### config.mk
export PLATFORM = sky130hd
export DESIGN_NAME = fft_ctrl
export DESIGN_NICKNAME = d
export VERILOG_FILES = /design/src/rtl/core/fft_pkg.sv /design/src/rtl/core/fft_ctrl.sv
export SDC_FILE = /design/constraint.sdc
export NUM_CORES = 1
export LEC_CHECK = 0
export BUFFER_PORTS_ARGS = -buffer_cell sky130_fd_sc_hd__buf_2
export CAP_MARGIN = 20
export CORE_ASPECT_RATIO = 1.25
export CORE_UTILIZATION = 55
export CTS_CLUSTER_SIZE = 14
export DETAILED_ROUTE_END_ITERATION = 16
export PLACE_DENSITY = 0.79
export SYNTH_ARGS = -nofsm -noshare
export SYNTH_HDL_FRONTEND = slang
export SYNTH_SLANG_ARGS = --single-unit
### constraint.sdc
create_clock -name clk -period 4.3 [get_ports clk]
set_clock_uncertainty 0.05 [all_clocks]
set_input_delay 0.43 -clock clk [delete_from_list [all_inputs] [get_ports clk]]
set_output_delay 0.43 -clock clk [all_outputs]
set_load 0.03 [all_outputs]
### src/rtl/core/fft_pkg.sv
package fft_pkg;

  localparam int MaxPoints = 64;
  localparam int MaxLog = 6;
  localparam int DataW = 22;
  localparam int SampleW = 16;
  localparam int IdxW = 6;
  localparam int LogW = 3;
  localparam logic [LogW-1:0] LogReset = 3'd6;
  localparam logic signed [DataW-1:0] LimHi = 22'sd2097151;
  localparam logic signed [DataW-1:0] LimLo = -22'sd2097152;

  typedef enum logic [2:0] {
    ST_LOAD,
    ST_BF_RD,
    ST_BF_WR,
    ST_OUT
  } fft_state_t;

  // controller to datapath
  typedef struct packed {
    logic       load;
    logic       bf_read;
    logic       bf_write;
    logic       emit;
    logic [5:0] addr;
    logic [5:0] addr_b;
    logic [4:0] tw_k;
    logic       last;
  } fft_cmd_t;

  function automatic logic [15:0] quarter_cos(input logic [4:0] k);
    logic [15:0] v;
    case (k)
      5'd0: v = 16'd32767;
      5'd1: v = 16'd32610;
      5'd2: v = 16'd32138;
      5'd3: v = 16'd31357;
      5'd4: v = 16'd30274;
      5'd5: v = 16'd28899;
      5'd6: v = 16'd27246;
      5'd7: v = 16'd25330;
      5'd8: v = 16'd23170;
      5'd9: v = 16'd20788;
      5'd10: v = 16'd18205;
      5'd11: v = 16'd15447;
      5'd12: v = 16'd12540;
      5'd13: v = 16'd9512;
      5'd14: v = 16'd6393;
      5'd15: v = 16'd3212;
      default: v = 16'd0;
    endcase
    return v;
  endfunction

  function automatic logic signed [DataW-1:0] sat22(input logic signed [DataW:0] v);
    logic signed [DataW-1:0] r;
    if (v > 23'sd2097151) r = LimHi;
    else if (v < -23'sd2097152) r = LimLo;
    else r = v[DataW-1:0];
    return r;
  endfunction

endpackage

### src/rtl/core/fft_ctrl.sv
module fft_ctrl #(
  parameter int MAX_POINTS = fft_pkg::MaxPoints
) (
  input  logic                     clk,
  input  logic                     rst,
  input  logic                     start,
  input  logic                     cfg_write,
  input  logic [fft_pkg::LogW-1:0] log2_points,
  output logic                     busy,
  output fft_pkg::fft_cmd_t        cmd
);

  localparam int MaxLg = $clog2(MAX_POINTS);

  fft_pkg::fft_state_t state, state_next;
  logic [6:0] cnt, cnt_next;
  logic [2:0] stage, stage_next;
  logic [2:0] lg;
  logic [6:0] n;
  logic [5:0] half, bidx, ia, rev;

  always_comb begin
    lg = log2_points;
    if (lg < 3'd1) lg = 3'd1;
    if (lg > 3'(MaxLg)) lg = 3'(MaxLg);
    n = 7'd1 << lg;
  end

  // butterfly number cnt in stage: len = 2 << stage
  always_comb begin
    logic [5:0] lo;
    half = 6'd1 << stage;
    bidx = cnt[5:0];
    lo = bidx & (half - 6'd1);
    ia = ((bidx & ~(half - 6'd1)) << 1) | lo;
    rev = '0;
    for (int b = 0; b < fft_pkg::MaxLog; b++)
      if (3'(b) < lg) rev[lg - 3'd1 - 3'(b)] = cnt[b];
  end

  always_ff @(posedge clk) begin
    if (rst) begin
      state <= fft_pkg::ST_LOAD;
      cnt <= '0;
      stage <= '0;
    end else begin
      state <= state_next;
      cnt <= cnt_next;
      stage <= stage_next;
    end
  end

  always_comb begin
    logic [5:0] lo2;
    state_next = state;
    cnt_next = cnt;
    stage_next = stage;
    busy = 1'b1;
    cmd = '0;
    lo2 = cnt[5:0] & (half - 6'd1);
    unique case (state)
      fft_pkg::ST_LOAD: begin
        busy = 1'b0;
        // sample words land in the work memory in bit-reversed order
        cmd.addr = rev;
        if (cfg_write) begin
          cnt_next = '0;
        end else if (start) begin
          cmd.load = 1'b1;
          if (cnt + 7'd1 >= n) begin
            cnt_next = '0;
            stage_next = '0;
            state_next = fft_pkg::ST_BF_RD;
          end else begin
            cnt_next = cnt + 7'd1;
          end
        end
      end
      fft_pkg::ST_BF_RD: begin
        cmd.bf_read = 1'b1;
        cmd.addr = ia;
        cmd.addr_b = ia + half;
        state_next = fft_pkg::ST_BF_WR;
      end
      fft_pkg::ST_BF_WR: begin
        cmd.bf_write = 1'b1;
        cmd.addr = ia;
        cmd.addr_b = ia + half;
        cmd.tw_k = 5'(lo2 << (3'd5 - stage));
        state_next = fft_pkg::ST_BF_RD;
        if (cnt + 7'd1 >= {1'b0, n[6:1]}) begin
          cnt_next = '0;
          if (stage + 3'd1 >= lg) state_next = fft_pkg::ST_OUT;
          else stage_next = stage + 3'd1;
        end else begin
          cnt_next = cnt + 7'd1;
        end
      end
      fft_pkg::ST_OUT: begin
        cmd.emit = 1'b1;
        cmd.addr = cnt[5:0];
        cmd.last = (cnt + 7'd1 >= n);
        if (cmd.last) begin
          cnt_next = '0;
          state_next = fft_pkg::ST_LOAD;
        end else begin
          cnt_next = cnt + 7'd1;
        end
      end
      default: state_next = fft_pkg::ST_LOAD;
    endcase
  end

endmodule

Yosys cells after proc, flatten, opt, wreduce, memory -nomap -nowiden
Index checks and enable logic that the tools add are counted.

Add/sub/neg operators: 11. Order comparisons: 23. Eq/ne operators: 10. Shifts and indexed selects: 3. Multiplexer cells: 53. Bitwise gates (word level): 5. Reduce and logical (&&, ||, !) cells: 13.

Operators by type and width (count): 6-bit 2-to-1 mux (7); 6-bit bitwise mux (5); 3-bit 2-to-1 mux (10); 7-bit 2-to-1 mux (4); 3-bit by 4-bit < comparator with 1-bit output, second input constant (6); 7-bit case mux with 3 select lines (1); 1-bit demux with 3-bit select (6); 3-bit by 1-bit >= comparator with 1-bit output, second input constant (6); 6-bit case mux with 3 select lines (1); 1-bit 2-to-1 mux (14); 6-bit AND (2); 2-bit != test, second input constant (6); 3-bit case mux with 4 select lines (1); 7-bit by 1-bit adder with 7-bit output, second input constant (1); 7-bit by 6-bit >= comparator with 1-bit output (1); 7-bit >= comparator (1); 1-bit by 3-bit left shift with 7-bit output, first input constant (1); 6-bit adder (1); 3-bit by 2-bit equality test with 1-bit output, second input constant (2); 1-bit logical AND (6); 1-bit by 3-bit < comparator with 1-bit output, first input constant (2); 2-bit by 3-bit < comparator with 1-bit output, first input constant (2); 3-bit < comparator, first input constant (2); 6-bit bitwise OR (1); 25 further kinds (29).

Register bits after elaboration: 13. Bits of input ports: 7. Output and inout port bits: 23. Word-level logic and storage cells: 121.

Depth between registers and ports, before layout
Word-level depth: 22. Mapped depth: 16.

Worst setup path after synthesis
OpenSTA, ideal clock, no wires.

Kind: register to output. Start point: register stage[0]. End point: output cmd[11] in the netlist's numbering. Arrival: 3121 ps. Required time: 3820 ps. Path slack: 699 ps. Stages on the path, launching flop included: 17. Path buffers: 1. Path through: dfxtp_1 > clkbuf_1 > inv_1 > ha_1 > nor2b_1 > inv_2 > ha_1 > nor2b_1 > xor2_1 > a22o_1 > nand2_1 > o21ai_1 > ha_1 > a21oi_1 > xnor2_1 > xnor2_1 > and2_1.

RTL lines: start: declaration (line fft_ctrl.sv:17) `logic [2:0] stage, stage_next;`; start signal: assignment (line fft_ctrl.sv:49) `stage <= stage_next;`; end: declaration (line fft_ctrl.sv:10) `output fft_pkg::fft_cmd_t cmd`.

==> flow_summary.yaml <==
status:
  status: "complete, no violations"
synth:
  synth-simple-area-share_pct: 28.5
  ys_warn_count: 0
  seq_area_frac_synth_pct: 9.45
  synthCells: 354
  synth_compound_area_share_pct: 28.6
  syn_area_sq_um: 2540
  synth_xor_area_share_pct: 5.56
  async_flop_share_pct: 0
  synth_fp_nets: 400
  synth_fa_ha_area_share_pct: 19.5
  synth-main-ff-cell: "dfxtp_1"
  muxShareOfSynthArea_pct: 0
  synth_top_family_by_area: "compound AO/OA/AOI/OAI gates"
  ys_types: 68
  ys_seq_elements: 12
  syn_avg_cell_area_sq_um: 7.18
  synth-edff-count: 0
setup_path:
  critical_path.startpoint: "stage[0]"
  required_ps: 3820
  reg2reg_depth: 10
  r2r_end: "stage[1]"
  path_max_fanout: 12
  rrSetupSlack_ps: 1140
  cp-endpoint: "cmd[11]"
  start_kind: "register"
  r2r-start: "cnt[0]"
  critPathCaptureType: "primary output"
  path_class: "register to primary output"
  cp.arrival_ps: 3510
timing:
  fin_crit_sh_pct: 92.8
  setup_total_negative_slack_ps: 0
  fin_ws_ps: 308
  hold_slack_ps: 484
  maxSlewViolCount: 0
  finalHoldViolations: 0
  timing.fmax_ghz: 0.250
  max_slew_margin_pct: 58.9
  setup_viol: 0
  tightest_slew_ps: 616
  fin_crit_ps: 3990
final_layout:
  synthToLayoutAreaGrowth_pct: 7.83
  n_antenna_cell: 0
  final_util_pct: 61.9
  drive_above_1_share_pct: 15.2
  final_nets: 416
route:
  drtAntennaViolNets: 0
  dr.pass1.iters: 5
  drc: 0
  vias: 2679
  post_drt_wl_per_cell_um: 15.9
  drtIter0Drc: 238
  routed_wl_um: 6770
  via_per_inst: 6.27
power_and_ir_drop:
  switching_share_pct: 41.0
  max-vdd-ir-drop_v: 0.000136
  p_leak_nw: 1.24
  power_switching_w: 0.000183
  p_comb_share_pct: 44.6
  p_seq_share_pct: 26.6
  pwr-share-clk_pct: 28.8
  p_per_area_nw_per_um2: 163
  internal-power_w: 0.000263
die:
  die_h_um: 78.0
  die_w_um: 62.8
  rows: 27
  pin_count: 30
  die_area_sq_um: 4900
  start_util_pct: 57.4
  core-area_sq_um: 4430
run:
  drv_cap: 0
placed_design:
  pre_cts_slack_ps: 446
  dp_hpwl_um: 5160
  place_congestion: 0.882
  portBuffers: 29
cts:
  postCtsHoldBufs: 0
  cts_setup_buffers: 0
  cts_made_buffers: 3
  path_clk_slew_ps: 60
  h-tree-depth: 1
  clockBufferDepth: 2
  cts_tree: "built"
  clkSinkCount: 12
  clock_latency_ps: 250
  root_buffer: "clkbuf_8"
global_routing:
  grt_pass1_vias: 2521
  grt_pass1_wl_um: 11600
  grt_max_degree: 20
  track_usage_pct: 29.0
  antenna_found_initial: 0
  overflow: 0
hold_path:
  hp-class: "input pin to register"
==> synthesized netlist by cell type (all sizes together), types with 4 or more instances <==
cell type	n	area share, %
a211oi	5	1.9
a21oi	26	5.3
a22oi	4	1.2
a31oi	6	1.5
and2	6	1.5
and3	4	1.2
buf	8	2.3
clkbuf	14	2.2
dfxtp	12	9.5
ha	38	19
inv	23	3.4
nand2	43	6.4
nand3	11	2.7
nand4	4	0.98
nor2	19	2.8
nor2b	16	3.9
nor3	12	2.4
o21ai	21	4.3
o22ai	5	1.2
o31ai	5	1.5
o32ai	4	1.4
or3b	4	1.4
xnor2	9	3.1
xor2	5	2.5
==> per-stage QoR <==
| step | instances | power (W) | area, sq um |
|---|---|---|---|
| final | 427 | 0.000446 | 2740 |
| after global routing | 427 | 0.000474 | 2740 |
| after CTS | 427 | 0.000445 | 2730 |
| after detailed placement | 423 | 0.000317 | 2670 |
| after global placement | 423 | 0.000313 | 2670 |
| after floorplan | 354 | 0.000272 | 2540 |
==> worst min-delay path by stage <==
stage | start | to | slack [ps] | depth (start not counted)
after floorplan | cnt[5] | cnt[5] | 440 | 2
after global placement | state[0] | state[0] | 500 | 2
after detailed placement | state[0] | state[0] | 510 | 2
after CTS | rst | cnt[5] | 480 | 2
after global routing | rst | cnt[2] | 490 | 2
final | rst | cnt[5] | 480 | 2
==> worst max-delay path: stages (launching register included) <==
cell and delay [ps]:
dfxtp_2 450, inv_1 160, ha_1 300, nor2b_2 200, inv_2 110, ha_1 210, nor2b_1 220, xor2_1 170
a22o_1 210, nand2_1 70, o21ai_1 120, ha_1 280, a21oi_1 170, xnor2_1 160, xnor2_1 130, and2_1 120
buf_2 190
==> registers in the layout, indices dropped and copies added (netlist names) <==
register,flops
stage,3
cnt,7
state,2
==> power by group through the flow <==
stage | logic, W | registers, W | clock network (W)
2_1_floorplan | 0.000153 | 0.000119 | 0
3_3_place_gp | 0.000192 | 0.000121 | 0
3_5_place_dp | 0.000196 | 0.000121 | 0
4_1_cts | 0.000197 | 0.000118 | 0.000130
5_1_grt | 0.000221 | 0.000119 | 0.000135
6_report | 0.000199 | 0.000119 | 0.000128
==> cell usage in the layout (no fill, tap or decap), types with 5 or more instances in the layout <==
cell type and instances:
o21ai_0 10, dfxtp_1 10, o22ai_1 5, o31ai_1 5
a21oi_1 25, o21ai_1 10, ha_1 38, buf_2 29
nor3_1 12, nor2_1 19, inv_1 20, nand2_1 43
nand3_1 10, nor2b_1 15, xnor2_1 8, and2_1 5
buf_4 5, a31oi_1 6
==> metal layers <==
metal / GRT usage, % / wire, um / vias up
met5: 0 / 0 / -
li1: - / - / 1305
met2: 52.3 / 3440 / 128
met4: 11.4 / 152 / 0
met1: 35.1 / 2780 / 1229
met3: 2.06 / 397 / 17
==> logic make-up after synthesis <==
kind of cell    after synthesis
flops                        12
fa+ha+maj                    39
other cells                   1
simple gates                137
buf+inv                      46
xor+xnor                     14
compound gates              105
==> final cells by class <==
| class | count | area, sq um |
|---|---|---|
| inverters | 23 | 86.3 |
| fillers | 436 | 1690 |
| well taps | 58 | 72.6 |
| multi-input cells | 296 | 2100 |
| flip-flops and latches | 12 | 243 |
| clock buffers | 4 | 55.1 |
| repair buffers | 34 | 183 |
==> repair_timing <==
item,in CTS,in global routing
endpoints found under the hold margin,0,0
setup endpoints to repair,0,2
gates resized for setup,0,4
Power figures use the tool's default switching activity.
